==> src/rtl/matrix_vector_multiply_unit_macros.svh <==
// Assertion macros shared by the matrix-vector multiply unit.
// Included by the RTL files that carry concurrent assertions.
`ifndef MATRIX_VECTOR_MULTIPLY_UNIT_MACROS_SVH
`define MATRIX_VECTOR_MULTIPLY_UNIT_MACROS_SVH

// Same-cycle implication, disabled while reset is high.
`define MVMU_ASSERT_NOW(label, ante, cons) \
   label: assert property (@(posedge clock) disable iff (reset) (ante) |-> (cons)) \
      else $error("matrix_vector_multiply_unit: assertion failed");

// Next-cycle implication, disabled while reset is high.
`define MVMU_ASSERT_NEXT(label, ante, cons) \
   label: assert property (@(posedge clock) disable iff (reset) (ante) |=> (cons)) \
      else $error("matrix_vector_multiply_unit: assertion failed");

`endif

==> src/rtl/mvmu_pkg.sv <==
// Shared constants, codes and types of the matrix-vector multiply unit.
// Used by mvmu_cell and matrix_vector_multiply_unit; depends on nothing.
package mvmu_pkg;

   localparam int MAX_ROWS    = 64;
   localparam int MAX_COLS    = 64;
   localparam int VALUE_WIDTH = 16;

   // Fixed field widths of the ports.
   localparam int FUNC_W     = 2;
   localparam int ROW_IDX_W  = 6;
   localparam int COL_IDX_W  = 6;
   localparam int OUT_ROW_W  = 6;
   localparam int RES_W      = 32;
   localparam int CFG_W      = 7;
   localparam int CSR_ADDR_W = 3;
   localparam int CSR_DATA_W = 32;

   // Derived widths.
   localparam int COL_AW     = (MAX_COLS > 1) ? $clog2(MAX_COLS) : 1;
   localparam int ROW_CNT_W  = $clog2(MAX_ROWS + 1);
   localparam int COL_CNT_W  = $clog2(MAX_COLS + 1);
   localparam int PROD_W     = 2 * VALUE_WIDTH;
   localparam int ACC_FULL_W = PROD_W + $clog2(MAX_COLS) + 1;
   localparam int ACC_W      = (ACC_FULL_W > 64) ? 64 : ACC_FULL_W;

   // Drain phase length, from the end of the column feed until the row sums are loaded into
   // the result stages; the last cell holds its final sum before that.
   localparam int DRAIN_CYCLES = MAX_ROWS + 4;
   localparam int SEQ_MAX      = (MAX_COLS > DRAIN_CYCLES) ? MAX_COLS : DRAIN_CYCLES;
   localparam int SEQ_W        = $clog2(SEQ_MAX + 1);

   localparam logic [FUNC_W-1:0] FUNC_WRITE_MATRIX = 2'd0;
   localparam logic [FUNC_W-1:0] FUNC_WRITE_VECTOR = 2'd1;
   localparam logic [FUNC_W-1:0] FUNC_COMPUTE      = 2'd2;

   localparam logic REG_ROWS_IN_USE = 1'b0;
   localparam logic REG_COLS_IN_USE = 1'b1;

   // One vector element travelling down the chain of cells.
   typedef struct packed {
      logic                          valid;
      logic [COL_AW-1:0]             col;
      logic signed [VALUE_WIDTH-1:0] vec;
   } token_type;

   // Broadcast controls from the sequencer to every cell.
   typedef struct packed {
      logic                          clear;
      logic                          load;
      logic                          shift;
      logic [COL_AW-1:0]             wr_addr;
      logic signed [VALUE_WIDTH-1:0] wr_data;
   } cell_ctrl_type;

endpackage

==> src/rtl/mvmu_cell.sv <==
// One row cell of the matrix-vector chain: its matrix row memory, a MAC and a result stage.
// Depends on mvmu_pkg.
module mvmu_cell (
   input  logic                             clock,
   input  logic                             reset,
   input  mvmu_pkg::cell_ctrl_type          ctrl,
   input  logic                             wr_en,
   input  mvmu_pkg::token_type              tok_in,
   output mvmu_pkg::token_type              tok_out,
   input  logic signed [mvmu_pkg::RES_W-1:0] res_next,
   output logic signed [mvmu_pkg::RES_W-1:0] res_out
);
   import mvmu_pkg::*;

   logic signed [VALUE_WIDTH-1:0] row_mem [MAX_COLS];

   logic                          tok_vld_ff;
   logic [COL_AW-1:0]             tok_col_ff;
   logic signed [VALUE_WIDTH-1:0] tok_vec_ff;
   logic signed [VALUE_WIDTH-1:0] mem_q_ff;
   logic signed [VALUE_WIDTH-1:0] vec_ff;
   logic                          mul_vld_ff;
   logic signed [PROD_W-1:0]      prod_ff;
   logic signed [PROD_W-1:0]      prod_in;
   logic                          prod_vld_ff;
   logic signed [ACC_W-1:0]       acc_ff;
   logic signed [ACC_W-1:0]       acc_in;
   logic signed [ACC_W-1:0]       prod_ext;
   logic signed [ACC_W-1:0]       sum;
   logic signed [RES_W-1:0]       res_ff;
   logic signed [RES_W-1:0]       res_in;

   function automatic logic signed [RES_W-1:0] sat_result(input logic signed [ACC_W-1:0] a);
      logic signed [64:0] w;
      w = 65'(a);
      if (w > 65'sd2147483647) begin
         return 32'sh7FFF_FFFF;
      end else if (w < -(65'sd2147483648)) begin
         return 32'sh8000_0000;
      end
      return w[RES_W-1:0];
   endfunction

   // Matrix row store: one write port for loads, one registered read for the stream.
   always_ff @(posedge clock) begin
      if (wr_en) begin
         row_mem[ctrl.wr_addr] <= ctrl.wr_data;
      end
      mem_q_ff <= row_mem[tok_in.col];
   end

   assign prod_in  = mem_q_ff * vec_ff;
   assign prod_ext = ACC_W'(prod_ff);
   assign sum      = acc_ff + prod_ext;

   // Saturating add; overflow shows as equal operand signs and a flipped sum sign.
   always_comb begin
      acc_in = sum;
      if ((acc_ff[ACC_W-1] == prod_ext[ACC_W-1]) && (sum[ACC_W-1] != acc_ff[ACC_W-1])) begin
         acc_in = acc_ff[ACC_W-1] ? {1'b1, {(ACC_W-1){1'b0}}} : {1'b0, {(ACC_W-1){1'b1}}};
      end
   end

   always_comb begin
      res_in = res_ff;
      if (ctrl.load) begin
         res_in = sat_result(acc_ff);
      end else if (ctrl.shift) begin
         res_in = res_next;
      end
   end

   always_ff @(posedge clock) begin
      if (reset) begin
         tok_vld_ff  <= 1'b0;
         mul_vld_ff  <= 1'b0;
         prod_vld_ff <= 1'b0;
      end else begin
         tok_vld_ff  <= tok_in.valid;
         mul_vld_ff  <= tok_in.valid;
         prod_vld_ff <= mul_vld_ff;
      end
   end

   always_ff @(posedge clock) begin
      tok_col_ff <= tok_in.col;
      tok_vec_ff <= tok_in.vec;
      vec_ff     <= tok_in.vec;
      prod_ff    <= prod_in;
      res_ff     <= res_in;
      if (ctrl.clear) begin
         acc_ff <= '0;
      end else if (prod_vld_ff) begin
         acc_ff <= acc_in;
      end
   end

   assign tok_out = '{valid: tok_vld_ff, col: tok_col_ff, vec: tok_vec_ff};
   assign res_out = res_ff;

endmodule

==> config.mk <==
export PLATFORM = sky130hd
export DESIGN_NAME = mvmu_cell
export DESIGN_NICKNAME = d
export VERILOG_FILES = /design/src/rtl/matrix_vector_multiply_unit_macros.svh /design/src/rtl/mvmu_pkg.sv /design/src/rtl/mvmu_cell.sv
export SDC_FILE = /design/constraint.sdc
export NUM_CORES = 2
export LEC_CHECK = 0
export ABC_CLOCK_PERIOD_IN_PS = 6800
export BUFFER_PORTS_ARGS = -buffer_cell sky130_fd_sc_hd__buf_4
export CAP_MARGIN = 0
export CORE_MARGIN = 5
export CORE_UTILIZATION = 39
export DETAILED_ROUTE_END_ITERATION = 6
export SETUP_SLACK_MARGIN = 0.05
export SYNTH_ARGS = -nofsm -noshare
export SYNTH_HDL_FRONTEND = slang
export SYNTH_SLANG_ARGS = --single-unit
==> constraint.sdc <==
create_clock -name clock -period 6.8 [get_ports clock]
set_input_delay 1.36 -clock clock [delete_from_list [all_inputs] [get_ports clock]]
set_output_delay 1.36 -clock clock [all_outputs]
set_load 0.05 [all_outputs]
---- Yosys cells after proc, flatten, opt, wreduce, memory -nomap -nowiden ----
Memory sizes are Yosys's and may differ from the RTL's. A register that Yosys moved wholly into a read port is not among the register bits.
Index checks and enable logic that the tools add are counted.
storage, ports and cells
  register bits after elaboration ......... 127
  RAM bits ................................ 1024
  input bits .............................. 83
  output and inout bits ................... 55
  logic and storage cells ................. 28
  memories ................................ 1
memory list
  memory   words  bits a word  rd ports  clocked after Yosys merged registers in  wr ports  RTL line         text
  row_mem  64     16           1         1                                        1         mvmu_cell.sv:15  logic signed [VALUE_WIDTH-1:0] row_mem [MAX_COLS];
operators by class
  add/subtract/negate cells ............... 1
  multipliers ............................. 1
  $lt $le $gt $ge ......................... 2
  eq/ne operators ......................... 2
  multiplexer cells ....................... 12
  reduce and logical (&&, ||, !) cells .... 2
operator list
  operator                                                          count
  two-way mux 32 bit                                                5
  two-way mux 39 bit                                                2
  adder 39 x 32 -> 39 bit                                           1
  greater-than comparator 39 x 32 -> 1 bit (second input constant)  1
  less-than comparator 39 x 32 -> 1 bit (second input constant)     1
  multiplier 16 x 16 -> 32 bit                                      1
  two-way mux 1 bit                                                 5
  nonzero test 2 bit                                                1
  equality test 1 bit                                               1
  logical AND 1 bit                                                 1
  inequality test 1 bit                                             1

---- Longest topological paths before layout ----
  depth in word-level cells ............... 6
  depth in mapped cells ................... 23
  gate-level depth less buffers ........... 22

---- Worst setup path before layout ----
OpenSTA, ideal clock, no wires.
  path type ............................... register to register
  from .................................... register vec_ff[7]
  to ...................................... register prod_ff[31]
  setup time .............................. 0.126 ns
  data arrival time ....................... 6.342 ns
  data required time ...................... 6.674 ns
  slack ................................... 0.332 ns
  cell stages (with the launch flop) ...... 24
  path buffers ............................ 1
  period minus slack after synthesis ...... 6.468 ns
  path through ............................ dfxtp_1 > clkbuf_1 > nand2_1 > fa_1 > inv_1 > fa_1 > inv_1 > fa_1 > inv_1 > fa_1 > fa_1 > inv_1 > fa_1 > inv_1 > ha_1 > a21oi_1 > o21ai_1 > nor4b_2 > a211oi_1 > a221o_1 > a41o_1 > a41o_1 > o41ai_2 > xnor2_1
on the way
  word-level cells in the longest chain between the ends .. 1
ends and longest elaborated chain
  item                          RTL line         text
  start: declaration            mvmu_cell.sv:21  logic signed [VALUE_WIDTH-1:0] vec_ff;
  start signal: assignment      mvmu_cell.sv:88  vec_ff <= tok_in.vec;
  multiplier 16 x 16 -> 32 bit  mvmu_cell.sv:52  assign prod_in = mem_q_ff * vec_ff;
  via prod_in[31]               mvmu_cell.sv:24  logic signed [PROD_W-1:0] prod_in;
  end signal: assignment        mvmu_cell.sv:89  prod_ff <= prod_in;
  end: declaration              mvmu_cell.sv:23  logic signed [PROD_W-1:0] prod_ff;
The timed path passes the listed nets, and every way through them passes these cells.
A chain may end at the register's enable or synchronous reset.

---- Worst setup path in the final report ----
  from .................................... register vec_ff[5]
  to ...................................... register prod_ff[31]
Same word-level chain as after synthesis.

==> report_table.html <==
<table>
<tr><th>Metric</th><th>Value</th></tr>
<tr><th colspan="2">Synth</th></tr>
<tr><td>Netlist area before placement</td><td>between 50000 and 60000 um2</td></tr>
<tr><td>Async set-or-reset flop fraction in the synthesized netlist</td><td>0%</td></tr>
<tr><td>Dominant synthesized flop cell</td><td>sky130_fd_sc_hd__edfxtp_1</td></tr>
<tr><td>Share of synthesized area occupied by flip-flops and latches</td><td>about three fifths</td></tr>
<tr><td>Count leader, synth</td><td>sky130_fd_sc_hd__edfxtp_1</td></tr>
<tr><td>Average instance area after synthesis</td><td>~17 um2</td></tr>
<tr><td>Area fraction of the dominant cell type after synthesis</td><td>between 50% and 60%</td></tr>
<tr><td>Post-synth EDFFs</td><td>~1.1k</td></tr>
<tr><td>Cell variety after synth</td><td>between 70 and 80</td></tr>
<tr><td>Mapped Nets</td><td>between 3k and 4k</td></tr>
<tr><td>Number of cells produced by synthesis</td><td>around 3.3k</td></tr>
<tr><td>Most instantiated cells after synthesis</td><td>sky130_fd_sc_hd__edfxtp_1 (1056), sky130_fd_sc_hd__mux4_2 (336), sky130_fd_sc_hd__inv_1 (322)</td></tr>
<tr><td>Count of synthesis-stage warnings from yosys</td><td>0</td></tr>
<tr><td>Cell type contributing the most total cell area after synthesis</td><td>sky130_fd_sc_hd__edfxtp_1</td></tr>
<tr><td>Number of synthesized register bits</td><td>between 1k and 1.5k</td></tr>
<tr><td>Leading post-synthesis cells by cell area</td><td>sky130_fd_sc_hd__edfxtp_1 (57%), sky130_fd_sc_hd__mux4_2 (14%), sky130_fd_sc_hd__fa_1 (9.5%)</td></tr>
<tr><th colspan="2">Setup path</th></tr>
<tr><td>Category of the critical setup timing path</td><td>register to register</td></tr>
<tr><td>Largest driver fanout on the critical path</td><td>17</td></tr>
<tr><td>Type of element capturing the critical path</td><td>register</td></tr>
<tr><td>Element type at the critical path start</td><td>register</td></tr>
<tr><td>Required time of the critical path</td><td>about 7.4 ns</td></tr>
<tr><td>Arr. time, crit path</td><td>between 6 and 7 ns</td></tr>
<tr><th colspan="2">Power</th></tr>
<tr><td>Total power per unit cell area</td><td>~520 nW/um2</td></tr>
<tr><td>Standby leakage power</td><td>approximately 22 nW</td></tr>
<tr><td>Maximum resistive drop on vdd</td><td>between 0.8 and 0.9 mV</td></tr>
<tr><th colspan="2">Global route</th></tr>
<tr><td>Via count of the first global-routing pass</td><td>roughly 30k</td></tr>
<tr><td>Global-route wire length before repair</td><td>198600 um</td></tr>
<tr><td>Maximum number of pins on one net before global-route repair</td><td>between 90 and 100</td></tr>
<tr><td>Total global routing overflow</td><td>0</td></tr>
<tr><td>Number of antenna violations at the first check in global routing</td><td>6</td></tr>
<tr><td>Global-route total usage across every layer</td><td>17.43%</td></tr>
<tr><th colspan="2">Clock tree</th></tr>
<tr><td>Clk Tree Root Cell</td><td>sky130_fd_sc_hd__clkbuf_16</td></tr>
<tr><td>Clock sink total</td><td>between 1k and 1.5k</td></tr>
<tr><td>Number of hold-repair buffers added at the cts stage</td><td>0</td></tr>
<tr><td>Clock tree from TritonCTS</td><td>done</td></tr>
<tr><td>Clock tree buffer depth</td><td>3</td></tr>
<tr><td>CTS Buf Count</td><td>roughly 120</td></tr>
<tr><td>Number of H-tree levels</td><td>3</td></tr>
<tr><td>Resized cells post-CTS</td><td>0</td></tr>
<tr><td>Clock latency of the later-clocked register in the worst-skew pair</td><td>~0.73 ns</td></tr>
<tr><td>Number of setup buffers added after CTS</td><td>0</td></tr>
<tr><td>Clock transition at the registers of the reported paths</td><td>about 0.060 ns</td></tr>
<tr><th colspan="2">STA</th></tr>
<tr><td>Number of max-slew violations in the final report</td><td>0</td></tr>
<tr><td>Worst hold slack</td><td>0.4680 ns</td></tr>
<tr><td>Number of failing hold endpoints at the final stage</td><td>0</td></tr>
<tr><td>Setup TNS</td><td>0 ns</td></tr>
<tr><td>Slew Limit Headroom</td><td>between 20 and 30%</td></tr>
<tr><td>Achievable frequency</td><td>156.8 MHz</td></tr>
<tr><td>Unrepaired setup endpoints after global routing</td><td>no</td></tr>
<tr><td>Endpoints failing setup</td><td>0</td></tr>
<tr><td>Setup clock skew after layout</td><td>roughly 0.042 ns</td></tr>
<tr><td>Least-Margin Pin Slew</td><td>between 1 and 1.5 ns</td></tr>
<tr><td>Post-layout min period</td><td>around 6.4 ns</td></tr>
<tr><td>Final worst-path cycle share</td><td>93.79%</td></tr>
<tr><td>Final setup slack of the worst path</td><td>roughly 0.42 ns</td></tr>
<tr><th colspan="2">Final layout</th></tr>
<tr><td>Layout Nets</td><td>4007</td></tr>
<tr><td>Filler-free cell count of the finished design</td><td>between 5k and 6k</td></tr>
<tr><td>Count of filler cells inserted in the layout</td><td>around 12k</td></tr>
<tr><td>Proportion of layout cells with a drive suffix above 1</td><td>~23%</td></tr>
<tr><td>Area grow syn2layout</td><td>13.66%</td></tr>
<tr><td>Storage element area</td><td>33940 um2</td></tr>
<tr><td>Area occupied by multi-input gates</td><td>~20000 um2</td></tr>
<tr><th colspan="2">Route</th></tr>
<tr><td>Iteration-0 DRC Markers</td><td>around 2.4k</td></tr>
<tr><td>Drt first pass iters</td><td>5</td></tr>
<tr><td>Routed vias/inst</td><td>roughly 5.3</td></tr>
<tr><td>DRC violation count after routing</td><td>0</td></tr>
<tr><td>Per-cell routed wire length</td><td>23.63 um</td></tr>
<tr><td>Post-route ant nets</td><td>0</td></tr>
<tr><td>Total wire length</td><td>130900 um</td></tr>
<tr><td>Via count</td><td>slightly below 30k</td></tr>
<tr><th colspan="2">Floorplan</th></tr>
<tr><td>Number of rows in the core area</td><td>approximately 140</td></tr>
<tr><td>IO Pins</td><td>~140</td></tr>
<tr><td>Vert. Die Dim</td><td>387.4 um</td></tr>
<tr><td>Initial cell density of the core</td><td>39.24%</td></tr>
<tr><td>Overall die width</td><td>roughly 390 um</td></tr>
<tr><td>Core outline area</td><td>141600 um2</td></tr>
<tr><td>Die Footprint</td><td>approximately 150000 um2</td></tr>
<tr><th colspan="2">Place</th></tr>
<tr><td>Count of input and output buffers</td><td>~140</td></tr>
<tr><td>Placed wire-length estimate</td><td>~84000 um</td></tr>
<tr><td>Routability cong.</td><td>roughly 0.85</td></tr>
<tr><td>DP Cell Count</td><td>5310</td></tr>
<tr><td>Placement-stage worst setup slack</td><td>between 0.2 and 0.3 ns</td></tr>
<tr><th colspan="2">Status</th></tr>
<tr><td>Outcome</td><td>finished clean</td></tr>
<tr><th colspan="2">Worst hold path</th></tr>
<tr><td>Worst Hold Class</td><td>register to register</td></tr>
<tr><th colspan="2">Job</th></tr>
<tr><td>Maxcap violations</td><td>0</td></tr>
</table>
-- cells in the final DEF (no fill, tap or decap), drive strengths merged, types with 6 or more instances in the layout --
master / netlist / routed
a21o: 26 / 26
and2: 124 / 124
nor3: 46 / 46
mux4: 336 / 336
o21bai: 6 / 6
a21oi: 107 / 107
edfxtp: 1056 / 1056
nor2: 188 / 188
nand4: 9 / 9
dfxtp: 111 / 111
clkbuf: 99 / 160
or3: 7 / 7
ha: 120 / 120
nand2: 191 / 191
inv: 322 / 327
fa: 263 / 263
xnor2: 44 / 44
xor2: 16 / 16
diode: 0 / 6
a211oi: 16 / 16
clkinv: 0 / 49
o21ai: 41 / 41
nand3: 22 / 22
nand2b: 14 / 14
buf: 50 / 245
nor2b: 11 / 11
o21a: 10 / 10
bufinv: 0 / 6
a31oi: 12 / 12
-- registers in the layout (all words and copies together), names as in the netlist --
register	cells
row_mem	1024
acc_ff	39
prod_ff	32
res_out	32
mem_q_ff	16
vec_ff	16
tok_col_ff	6
mul_vld_ff	1
prod_vld_ff	1
-- cells by family (layout without fill, tap and decap cells) --
family | after synthesis | in the layout | share of synthesized area, %
other | 0 | 6 | 0
multiplexers | 337 | 337 | 13.64
XOR/XNOR | 60 | 60 | 0.9458
AO/OA/AOI/OAI | 266 | 266 | 3.254
adder cells (fa/ha/maj) | 383 | 383 | 12.18
buffers and inverters | 471 | 792 | 3.324
AND/OR/NAND/NOR | 640 | 640 | 5.585
flip-flops | 1167 | 1167 | 61.07
-- through the flow --
stage | area (um2) | total power, mW | util [%]
after floorplan | 55560 | 23.29 | -
after global placement | 59300 | 26.83 | 41.88
after detailed placement | 59300 | 27.02 | 41.88
after CTS | 63130 | 33.51 | 44.59
after global routing | 63140 | 36.34 | 44.59
final | 63150 | 33.08 | 44.60
-- metal layers --
layer | global-route usage [%] | vias to the layer above | wire, um
met2 | 27.70 | 796 | 61540
met1 | 25.54 | 15360 | 59000
li1 | - | 12820 | -
met4 | 4.036 | 4 | 2954
met3 | 2.732 | 170 | 7396
met5 | 0 | - | 21
-- power breakdown --
| group | leakage, nW | internal, mW | switching [mW] |
|---|---|---|---|
| clock | 1.86 | 3.60 | 2.75 |
| combinational | 10.2 | 8.14 | 10.0 |
| sequential | 10.5 | 8.39 | 0.159 |
| total | 22.5 | 20.1 | 12.9 |
-- final timing paths --
| path | start | to | slack, ns | cells after the start |
|---|---|---|---|---|
| setup / recovery | vec_ff[5] | prod_ff[31] | 0.42 | 21 |
| hold / removal | mul_vld_ff | prod_vld_ff | 0.47 | 1 |
| setup reg to reg | vec_ff[5] | prod_ff[31] | 0.42 | 21 |
| hold reg to reg | mul_vld_ff | prod_vld_ff | 0.47 | 1 |
-- critical path, cell delays in order, from the launching register on --
cell	delay (ns)
sky130_fd_sc_hd__dfxtp_1	0.64
sky130_fd_sc_hd__and2_1	0.23
sky130_fd_sc_hd__fa_1	0.43
sky130_fd_sc_hd__inv_1	0.08
sky130_fd_sc_hd__fa_1	0.44
sky130_fd_sc_hd__fa_1	0.53
sky130_fd_sc_hd__inv_1	0.06
sky130_fd_sc_hd__fa_1	0.49
sky130_fd_sc_hd__fa_1	0.49
sky130_fd_sc_hd__inv_1	0.05
sky130_fd_sc_hd__fa_1	0.48
sky130_fd_sc_hd__inv_1	0.04
sky130_fd_sc_hd__ha_1	0.35
sky130_fd_sc_hd__a21oi_1	0.20
sky130_fd_sc_hd__o21ai_1	0.14
sky130_fd_sc_hd__nor4b_2	0.27
sky130_fd_sc_hd__a211oi_1	0.13
sky130_fd_sc_hd__a221o_1	0.31
sky130_fd_sc_hd__a41o_1	0.30
sky130_fd_sc_hd__a41o_1	0.28
sky130_fd_sc_hd__o41ai_2	0.24
sky130_fd_sc_hd__xnor2_1	0.10
-- layout make-up --
cell class              count  share of cell area [%]
clock buffers             160                   5.167
clock inverters            65                  0.8955
flip-flops and latches   1167                   53.74
diodes                      6                 0.02378
repair buffers            245                   3.095
multi-input cells        1686                   31.42
inverters                 322                   1.914
well taps                1890                   3.745
No activity file was read; power rests on OpenSTA's default activity.
